[src/sv/mtt_pkg.sv]
// mtt_pkg: shared types and constants of the mass/time tolerance match core.
// Field widths, register indexes, sequencer states and the scan beat struct.
// No dependencies.
package mtt_pkg;

    localparam int MASS_W   = 28;
    localparam int TIME_W   = 20;
    localparam int FIDX_W   = 6;
    localparam int ABS_W    = 24;
    localparam int PPM_W    = 10;
    localparam int CNT_W    = 7;
    localparam int CFG_W    = 24;
    localparam int CFGIDX_W = 2;
    localparam int PROD_W   = MASS_W + PPM_W;   // ion mass times ppm
    localparam int SCALE_W  = 20;
    localparam int SCALED_W = MASS_W + SCALE_W; // mass difference times 1e6

    localparam logic [SCALE_W-1:0] PPM_SCALE = 20'd1000000;

    localparam logic [TIME_W-1:0] TIME_TOL_RST = 20'd1000;
    localparam logic [ABS_W-1:0]  ABS_TOL_RST  = 24'd1000;
    localparam logic [PPM_W-1:0]  PPM_TOL_RST  = 10'd10;
    localparam logic [CNT_W-1:0]  COUNT_RST    = 7'd0;

    typedef enum logic [CFGIDX_W-1:0] {
        REG_TIME_TOL  = 2'd0,
        REG_ABS_TOL   = 2'd1,
        REG_PPM_TOL   = 2'd2,
        REG_FEAT_CNT  = 2'd3
    } mtt_reg_t;

    typedef enum logic {
        MODE_LOAD  = 1'b0,
        MODE_QUERY = 1'b1
    } mtt_mode_t;

    typedef enum logic [2:0] {
        ST_IDLE,
        ST_PREP,
        ST_SCAN,
        ST_DRAIN,
        ST_FINISH
    } mtt_state_t;

    // One table entry moving through the compare pipeline.
    typedef struct packed {
        logic              vld;
        logic [FIDX_W-1:0] idx;
        logic [MASS_W-1:0] mass;
        logic [TIME_W-1:0] tm;
    } mtt_entry_t;

endpackage

[src/sv/mtt_match_unit.sv]
// mtt_match_unit: three-stage compare unit shared by every entry of a scan.
// Takes one table entry per cycle and flags it when both tolerances pass.
// Depends on mtt_pkg.
module mtt_match_unit (
    input  logic                         clk,
    input  logic                         rst_n,
    input  mtt_pkg::mtt_entry_t          entry_in,
    input  logic [mtt_pkg::MASS_W-1:0]   q_mass,
    input  logic [mtt_pkg::TIME_W-1:0]   q_time,
    input  logic [mtt_pkg::PROD_W-1:0]   ppm_prod,
    input  logic [mtt_pkg::TIME_W-1:0]   time_tol,
    input  logic [mtt_pkg::ABS_W-1:0]    abs_tol,
    output mtt_pkg::mtt_entry_t          hit_out,
    output logic                         busy
);
    import mtt_pkg::*;

    mtt_entry_t          s1_reg, s2_reg, s3_reg;
    logic [MASS_W-1:0]   dm_reg;
    logic [TIME_W-1:0]   dt_reg;
    logic [SCALED_W-1:0] scaled_reg;
    logic                abs_ok_reg;
    logic                time_ok_reg;
    logic [MASS_W-1:0]   dm_next;
    logic [TIME_W-1:0]   dt_next;
    logic                hit_next;

    always_comb
    begin
        dm_next = (entry_in.mass >= q_mass) ? (entry_in.mass - q_mass)
                                            : (q_mass - entry_in.mass);
        dt_next = (entry_in.tm >= q_time) ? (entry_in.tm - q_time)
                                          : (q_time - entry_in.tm);
        hit_next = s2_reg.vld && time_ok_reg &&
                   (abs_ok_reg || (scaled_reg <= SCALED_W'(ppm_prod)));
    end

    // stage 1: absolute differences, stage 2: scale and side compares,
    // stage 3: final decision
    always_ff @(posedge clk or negedge rst_n)
    begin
        if (!rst_n)
        begin
            s1_reg <= '0;
            s2_reg <= '0;
            s3_reg <= '0;
        end
        else
        begin
            s1_reg <= entry_in;
            s2_reg <= s1_reg;
            s3_reg <= {hit_next, s2_reg.idx, s2_reg.mass, s2_reg.tm};
        end
    end

    always_ff @(posedge clk)
    begin
        dm_reg      <= dm_next;
        dt_reg      <= dt_next;
        scaled_reg  <= SCALED_W'(dm_reg) * SCALED_W'(PPM_SCALE);
        abs_ok_reg  <= dm_reg <= MASS_W'(abs_tol);
        time_ok_reg <= dt_reg <= time_tol;
    end

    assign hit_out = s3_reg;
    assign busy    = s1_reg.vld | s2_reg.vld;

endmodule

[src/sv/mass_time_tolerance_match_core.sv]
// mass_time_tolerance_match_core: feature table with tolerance matching queries.
// Holds the table memory, configuration registers, scan sequencer and result register.
// Depends on mtt_pkg and mtt_match_unit.
//
//  channel   | handshake                  | payload
//  ----------+----------------------------+------------------------------------------
//  input     | start & !busy              | mode, entry_index, mass_value, time_value
//  result    | result_valid (one cycle)   | match_found, feature_index, feature_mass,
//            |                            | feature_time, last
//  config    | cfg_we                     | cfg_index, cfg_data
//
// A load beat writes its table slot at the accepting edge; busy stays low.
// A query beat keeps busy high while the sequencer forms ion mass times ppm
// and the scan length, feature_count capped at the table depth, then steps
// the single memory read port and the shared compare unit through the table
// entry by entry and drains the pipeline; then the final result goes out.
// Results come out one per cycle at most and cannot be stalled.
// Reset restores the register defaults and idles the sequencer; the table
// contents are left as they are.
module mass_time_tolerance_match_core #(
    parameter int TABLE_DEPTH = 64
) (
    input  logic                           clk,
    input  logic                           rst_n,
    input  logic                           start,
    output logic                           busy,
    input  logic                           mode,
    input  logic [mtt_pkg::FIDX_W-1:0]     entry_index,
    input  logic [mtt_pkg::MASS_W-1:0]     mass_value,
    input  logic [mtt_pkg::TIME_W-1:0]     time_value,
    input  logic                           cfg_we,
    input  logic [mtt_pkg::CFGIDX_W-1:0]   cfg_index,
    input  logic [mtt_pkg::CFG_W-1:0]      cfg_data,
    output logic                           result_valid,
    output logic                           match_found,
    output logic [mtt_pkg::FIDX_W-1:0]     feature_index,
    output logic [mtt_pkg::MASS_W-1:0]     feature_mass,
    output logic [mtt_pkg::TIME_W-1:0]     feature_time,
    output logic                           last
);
    import mtt_pkg::*;

    localparam int ADDR_W = (TABLE_DEPTH > 1) ? $clog2(TABLE_DEPTH) : 1;
    localparam logic [CNT_W-1:0] DEPTH_CNT = CNT_W'(TABLE_DEPTH);

    // configuration registers
    logic [TIME_W-1:0] time_tol_reg;
    logic [ABS_W-1:0]  abs_tol_reg;
    logic [PPM_W-1:0]  ppm_tol_reg;
    logic [CNT_W-1:0]  feat_cnt_reg;

    // table memory
    logic [MASS_W+TIME_W-1:0] table_mem [TABLE_DEPTH];
    logic [MASS_W+TIME_W-1:0] rd_data_reg;
    logic                     rd_vld_reg;
    logic [FIDX_W-1:0]        rd_idx_reg;

    // sequencer
    mtt_state_t       state_reg, state_next;
    logic [CNT_W-1:0] scan_cnt_reg, scan_cnt_next;
    logic [CNT_W-1:0] scan_len_reg;
    logic             rd_en;
    logic             accept;
    logic             load_we;

    // query operands
    logic [MASS_W-1:0] q_mass_reg;
    logic [TIME_W-1:0] q_time_reg;
    logic [PROD_W-1:0] ppm_prod_reg;

    // held match waiting to learn whether it is the final one
    mtt_entry_t pend_reg;

    mtt_entry_t entry_beat;
    mtt_entry_t hit_beat;
    logic       unit_busy;

    assign busy    = (state_reg != ST_IDLE);
    assign accept  = start && !busy;
    assign load_we = accept && (mode == MODE_LOAD) &&
                     ({1'b0, entry_index} < DEPTH_CNT);

    // configuration writes
    always_ff @(posedge clk or negedge rst_n)
    begin
        if (!rst_n)
        begin
            time_tol_reg <= TIME_TOL_RST;
            abs_tol_reg  <= ABS_TOL_RST;
            ppm_tol_reg  <= PPM_TOL_RST;
            feat_cnt_reg <= COUNT_RST;
        end
        else if (cfg_we)
        begin
            unique case (mtt_reg_t'(cfg_index))
                REG_TIME_TOL: time_tol_reg <= cfg_data[TIME_W-1:0];
                REG_ABS_TOL:  abs_tol_reg  <= cfg_data[ABS_W-1:0];
                REG_PPM_TOL:  ppm_tol_reg  <= cfg_data[PPM_W-1:0];
                REG_FEAT_CNT: feat_cnt_reg <= cfg_data[CNT_W-1:0];
                default:      ;
            endcase
        end
    end

    // table: one write port for loads, one registered read port for the scan
    always_ff @(posedge clk)
    begin
        if (load_we)
        begin
            table_mem[entry_index[ADDR_W-1:0]] <= {mass_value, time_value};
        end
        if (rd_en)
        begin
            rd_data_reg <= table_mem[scan_cnt_reg[ADDR_W-1:0]];
        end
        rd_idx_reg <= scan_cnt_reg[FIDX_W-1:0];
    end

    // latch the query and form the relative tolerance bound once per query
    always_ff @(posedge clk)
    begin
        if (accept && (mode == MODE_QUERY))
        begin
            q_mass_reg <= mass_value;
            q_time_reg <= time_value;
        end
        if (state_reg == ST_PREP)
        begin
            ppm_prod_reg <= PROD_W'(q_mass_reg) * PROD_W'(ppm_tol_reg);
            scan_len_reg <= (feat_cnt_reg > DEPTH_CNT) ? DEPTH_CNT : feat_cnt_reg;
        end
    end

    always_ff @(posedge clk or negedge rst_n)
    begin
        if (!rst_n)
        begin
            state_reg    <= ST_IDLE;
            scan_cnt_reg <= '0;
            rd_vld_reg   <= 1'b0;
        end
        else
        begin
            state_reg    <= state_next;
            scan_cnt_reg <= scan_cnt_next;
            rd_vld_reg   <= rd_en;
        end
    end

    always_comb
    begin
        state_next    = state_reg;
        scan_cnt_next = scan_cnt_reg;
        rd_en         = 1'b0;
        unique case (state_reg)
            ST_IDLE:
            begin
                if (accept && (mode == MODE_QUERY))
                begin
                    state_next = ST_PREP;
                end
            end
            ST_PREP:
            begin
                scan_cnt_next = '0;
                state_next    = ST_SCAN;
            end
            ST_SCAN:
            begin
                // advance one entry per cycle until the scan length is reached
                if (scan_cnt_reg == scan_len_reg)
                begin
                    state_next = ST_DRAIN;
                end
                else
                begin
                    rd_en         = 1'b1;
                    scan_cnt_next = scan_cnt_reg + 1'b1;
                end
            end
            ST_DRAIN:
            begin
                if (!rd_vld_reg && !unit_busy)
                begin
                    state_next = ST_FINISH;
                end
            end
            ST_FINISH:
            begin
                state_next = ST_IDLE;
            end
            default:
            begin
                state_next = ST_IDLE;
            end
        endcase
    end

    always_comb
    begin
        entry_beat.vld  = rd_vld_reg;
        entry_beat.idx  = rd_idx_reg;
        entry_beat.mass = rd_data_reg[MASS_W+TIME_W-1:TIME_W];
        entry_beat.tm   = rd_data_reg[TIME_W-1:0];
    end

    mtt_match_unit u_match (
        .clk      (clk),
        .rst_n    (rst_n),
        .entry_in (entry_beat),
        .q_mass   (q_mass_reg),
        .q_time   (q_time_reg),
        .ppm_prod (ppm_prod_reg),
        .time_tol (time_tol_reg),
        .abs_tol  (abs_tol_reg),
        .hit_out  (hit_beat),
        .busy     (unit_busy)
    );

    // Hold each match until the next one shows up, so the final match can be
    // tagged with last. A new match pushes the held one out as a beat.
    always_ff @(posedge clk or negedge rst_n)
    begin
        if (!rst_n)
        begin
            pend_reg     <= '0;
            result_valid <= 1'b0;
        end
        else
        begin
            result_valid <= 1'b0;
            if (state_reg == ST_PREP)
            begin
                pend_reg.vld <= 1'b0;
            end
            else if (hit_beat.vld)
            begin
                pend_reg     <= hit_beat;
                result_valid <= pend_reg.vld;
            end
            else if (state_reg == ST_FINISH)
            begin
                result_valid <= 1'b1;
            end
        end
    end

    always_ff @(posedge clk)
    begin
        if (hit_beat.vld)
        begin
            match_found   <= 1'b1;
            feature_index <= pend_reg.idx;
            feature_mass  <= pend_reg.mass;
            feature_time  <= pend_reg.tm;
            last          <= 1'b0;
        end
        else if (state_reg == ST_FINISH)
        begin
            // emit the held match as final, or a no-match beat
            match_found   <= pend_reg.vld;
            feature_index <= pend_reg.vld ? pend_reg.idx : '0;
            feature_mass  <= pend_reg.vld ? pend_reg.mass : '0;
            feature_time  <= pend_reg.vld ? pend_reg.tm : '0;
            last          <= 1'b1;
        end
    end

endmodule
[config.mk]
export PLATFORM = sky130hd
export DESIGN_NAME = mass_time_tolerance_match_core
export DESIGN_NICKNAME = d
export VERILOG_FILES = /design/src/sv/mtt_pkg.sv /design/src/sv/mtt_match_unit.sv /design/src/sv/mass_time_tolerance_match_core.sv
export SDC_FILE = /design/constraint.sdc
export NUM_CORES = 2
export LEC_CHECK = 0
export ABC_CLOCK_PERIOD_IN_PS = 8520
export BUFFER_PORTS_ARGS = -buffer_cell sky130_fd_sc_hd__buf_4
export CAP_MARGIN = 20
export CORE_UTILIZATION = 51
export CTS_BUF_LIST = sky130_fd_sc_hd__clkbuf_4 sky130_fd_sc_hd__clkbuf_8
export DETAILED_ROUTE_END_ITERATION = 10
export PLACE_DENSITY = 0.69
export SLEW_MARGIN = 10
export SYNTH_ARGS = -nofsm -noshare
export SYNTH_HDL_FRONTEND = slang
export SYNTH_SLANG_ARGS = --single-unit
[constraint.sdc]
create_clock -name clk -period 8.52 [get_ports clk]
set_clock_uncertainty 0.15 [all_clocks]
set_input_delay 1.704 -clock clk [delete_from_list [all_inputs] [get_ports clk]]
set_output_delay 1.704 -clock clk [all_outputs]
set_load 0.005 [all_outputs]
Yosys cells after proc, flatten, opt, wreduce, memory -nomap -nowiden
Memory sizes are Yosys's and may differ from the RTL's. A register that Yosys moved wholly into a read port is not among the register bits.
Cells that the tools add are included.
{ "word_totals": {"ff_bits": 540, "out_inout_bits": 58, "n_memories": 1, "in_bits": 85, "ram_bits": 3072, "wordCells": 117} }
{ "mem_list": {"columns": ["name", "words", "width", "read_ports", "rd_ports_with_merged_regs", "wr", "line_no", "source"], "rows": [
  ["table_mem", 64, 48, 1, 1, 1, "mass_time_tolerance_match_core.sv:53", "logic [MASS_W+TIME_W-1:0] table_mem [TABLE_DEPTH];"]
]} }
{ "classes": {"bitwise": 3, "n_reduce_logical": 23, "magnitude_cmp": 6, "add_sub_neg": 5, "eq_ne": 12, "mul": 2, "n_mux": 26} }
{ "op_table": {"columns": ["operator", "n"], "rows": [
  ["2-to-1 mux 28 bit", 4],
  ["2-to-1 mux 20 bit", 4],
  ["subtractor 28 bit", 2],
  ["2-to-1 mux 55 bit", 1],
  ["less-or-equal comparator 48 x 38 -> 1 bit", 1],
  ["multiplier 28 x 14 -> 42 bit, second input constant", 1],
  ["subtractor 20 bit", 2],
  ["multiplier 28 x 10 -> 38 bit", 1],
  ["greater-or-equal comparator 28 bit", 1],
  ["less-or-equal comparator 28 x 24 -> 1 bit", 1],
  ["greater-or-equal comparator 20 bit", 1],
  ["less-or-equal comparator 20 bit", 1],
  ["2-to-1 mux 6 bit", 3],
  ["one-hot mux 7 bit (2 select lines)", 1],
  ["one-hot mux 3 bit (4 select lines)", 1],
  ["AND reduction 2 bit", 6],
  ["2-to-1 mux 3 bit", 3],
  ["2-to-1 mux 1 bit", 8],
  ["inequality test 2 bit, second input constant", 4],
  ["adder 7 x 1 -> 7 bit, second input constant", 1],
  ["equality test 7 bit", 1],
  ["> comparator 7 bit, second input constant", 1],
  ["2-to-1 mux 7 bit", 1],
  ["equality test 3 x 2 -> 1 bit, second input constant", 2],
  ["14 further kinds", 25]
]} }

Longest topological paths before layout
{ "depth": {"word_depth": 6, "mapped_depth": 23} }

By module
Synthesis repeated with hierarchy kept, for this count alone.
{ "unflattened": {"cells_unflattened": 7973, "hier_area_um2": 155576.7} }
{ "by_module_without_submodules": {"columns": ["mod", "n_inst", "cells_each", "area_each_um2"], "rows": [
  ["mass_time_tolerance_match_core", 1, 6061, 136594.8],
  ["mtt_match_unit", 1, 1912, 18982.0]
]} }

Least setup slack after synthesis
OpenSTA, ideal clock, no wires.
{ "synth_timing": {"kind": "reg2reg", "from": "register ppm_tol_reg[1]", "to": "register ppm_prod_reg[37], data pin", "stages_incl_launch_ff": 23, "arrival_time_ps": 5662, "setup_slack_ps": 2447, "path_buffers": 1, "synth_period_minus_slack_ps": 6073, "t_required_ps": 8109, "cell_sequence": "dfstp_2 > clkbuf_1 > nand2_1 > fa_1 > inv_1 > fa_1 > inv_1 > fa_1 > inv_1 > fa_1 > inv_1 > fa_1 > inv_1 > ha_1 > nand3_1 > nor4_2 > nor4b_1 > or2_1 > o311ai_1 > o21ai_1 > a211oi_1 > nor4_1 > a311o_1"} }
{ "synth_between": {"elab_chain_len": 1} }
{ "synth_rtl": {"columns": ["item", "line_no", "source"], "rows": [
  ["start, declared", "mass_time_tolerance_match_core.sv:49", "logic [PPM_W-1:0] ppm_tol_reg;"],
  ["start signal, assigned", "mass_time_tolerance_match_core.sv:98", "REG_PPM_TOL: ppm_tol_reg <= cfg_data[PPM_W-1:0];"],
  ["multiplier 28 x 10 -> 38 bit", "mass_time_tolerance_match_core.sv:129", "ppm_prod_reg <= PROD_W'(q_mass_reg) * PROD_W'(ppm_tol_reg);"],
  ["end signal, assigned", "mass_time_tolerance_match_core.sv:129", null],
  ["end, declared", "mass_time_tolerance_match_core.sv:69", "logic [PROD_W-1:0] ppm_prod_reg;"]
]} }
No other way between the ends.
A chain may end at the register's enable or synchronous reset.

Worst setup path after layout
Same ends and word-level chain as after synthesis.

==> results.cfg <==
[placement]
placed_area_sq_um = 162000
gp_congestion = 0.895
dp_slack_ns = 1.62
hpwlAfterDp_microns = 237000
io_buffers = 142

[timing]
slew_headroom = 0.202
worstMarginPinSlew_ns = 1.20
timing.fmax_mhz = 143
final-setup-viol-count = 0
maxSlewViolCount = 0
period_needed_ns = 6.98
rsz0062_at_grt = no
timing.final.ws_setup_ns = 1.54
setup_tns_ns = 0
final_hold_viol_count = 0
finalCritPeriodShare = 0.819

[floorplan]
fp-row-count = 202
core_sq_um = 303000
io_pins = 143
dieArea_sq_um = 308000
die-width_microns = 555
initial_utilization = 0.514
die_height_microns = 555

[route]
wl_per_cell_microns = 31.3
vias = 80200
routed_wl_microns = 406000
drt_iter0_drc = 9907
drc_errors = 0
dr.pass1.iters = 6
ant_nets = 0
routed_via_density = 6.18

[yosys]
yosysSeqAreaShare = 0.690
synth_warnings = 0
synth_top_area_share = 0.630
postSynthCellCount = 8021
synth_area_sq_um = 156000
syn_nets = 8819
synth_top_area_cell = edfxtp_1
synth_top_cells_by_count = edfxtp_1, mux4_2, inv_1
synthTopCellsByArea = edfxtp_1, mux4_2, dfrtp_1
synth.distinct_cells = 96
synth-seq-cells = 3660
synth_edf_count = 3267
yosys.cell_count.top_type = edfxtp_1
synth_area_per_cell_sq_um = 19.4
ys.flop_type = edfxtp_1
synth-async-reset-ratio = 0.0801

[final_layout]
fin_nets = 9335
largest_reg_flops = 3072
multi_input_area_sq_um = 45200
fin_area_sq_um = 174000
regArea_sq_um = 107000
fill_cells = 22200
layout-drive-gt1-share = 0.274
syn_to_final_growth_pct = 11.7
final_util = 0.574

[clock_tree]
cts_buffers = 588
clock_sinks = 3660
post_cts_buffers = 0
cts_buffer_depth = 4
clk-insertion-delay-late_ns = 1.16
cts_tree = built
clkTransAtPathRegs_ns = 0.06
cts_resized = 0
cts_root_buffer = clkbuf_8
ctsHoldBuffers = 0
htreeDepth = 6

[setup_path]
cp_max_fo = 29
end_kind = flop
path_class = flop to flop
crit_slowest_cell = dfstp_2
cp_top_family = adder cells
crit_buf_inv = 5
slowest_delay_ns = 0.95
worstPathArrival_ns = 7.74
cp.required_ns = 9.29
crit_chain = nand2_1 -> fa_1 -> inv_1 -> fa_1 -> inv_1 -> fa_1 -> inv_1 -> fa_1 -> inv_1 -> fa_1 -> inv_1 -> ha_1 -> nand3_1 -> nor4_2 -> nor4b_1 -> or2_1 -> o311ai_1 -> o21ai_1 -> a211oi_1 -> nor4_1 -> a311o_1
start_kind = flop

[global_route]
antenna_found_initial = 49
grt_pass1_wl_microns = 580000
grtUsageTotal = 0.264
grt_pass1_vias = 81300
grt_overflow = 0
grt_max_degree = 152

[worst_hold_path]
min_path_type = flop to flop

[flow_run]
drv_cap = 0

[status]
status = complete, no violations
[layout make-up]
cell class              instances  area share
clock inverters               221     0.00953
repair buffers                291      0.0146
clock buffers                 813      0.0572
diodes                         13    0.000187
multi-input cells            3418       0.260
flip-flops and latches       3660       0.618
well taps                    3978      0.0286
inverters                     578      0.0125
[cell usage in the layout, fill, tap and decap left out, types with 35 or more instances in the layout]
cell / instances
a21o_1: 107
a21oi_1: 183
and2_1: 153
buf_4: 261
clkbuf_4: 197
clkbuf_8: 616
clkinv_1: 99
clkinv_2: 56
dfrtp_1: 273
dfxtp_1: 100
edfxtp_1: 3267
fa_1: 325
ha_1: 388
inv_1: 577
mux2_2: 105
mux4_2: 1005
nand2_1: 250
nand2b_1: 35
nand3_1: 41
nand4_1: 38
nor2_1: 97
nor2_4: 65
nor2b_1: 83
o21ai_0: 99
xnor2_1: 67
xor2_1: 52
[layer usage]
metal,track usage,vias to the layer above,routed length (microns)
li1,-,32500,-
met1,0.362,42500,157000
met2,0.426,4366,197000
met3,0.0553,770,39400
met4,0.0853,24,12600
met5,0,-,167
[worst paths after layout]
path,start,end,slack [ns],cells past startpoint
max in group asynchronous,rst_n,scan_cnt_reg[5]$_DFFE_PN0P_,6.45,2
min in group asynchronous,rst_n,u_match.hit_out[44]$_DFF_PN0_,0.38,1
max,ppm_tol_reg[1]$_DFFE_PN1P_,ppm_prod_reg[37]$_DFFE_PP_,1.54,21
min reg2reg,u_match.s2_reg[18]$_DFF_PN0_,u_match.hit_out[18]$_DFF_PN0_,0.17,0
max reg2reg,ppm_tol_reg[1]$_DFFE_PN1P_,ppm_prod_reg[37]$_DFFE_PP_,1.54,21
min,u_match.s2_reg[18]$_DFF_PN0_,u_match.hit_out[18]$_DFF_PN0_,0.17,0
[stage by stage]
step           hold slack [ns]  instances
3_3_place_gp             0.171      11900
5_1_grt                  0.167      13000
3_5_place_dp             0.170      11900
2_1_floorplan            0.166       8021
6_report                 0.165      13000
4_1_cts                  0.159      13000
[logic make-up after synthesis]
group / after synthesis / share of synthesized area
flops: 3660 / 0.690
mux: 1126 / 0.154
buf+inv: 943 / 0.0237
simple gates: 874 / 0.0283
fa+ha+maj: 713 / 0.0729
compound gates: 586 / 0.0248
xor+xnor: 119 / 0.00669
Power is left out: the tool's default activity adds up to more than one toggle a clock period on the data nets, which glitch-free logic cannot reach.
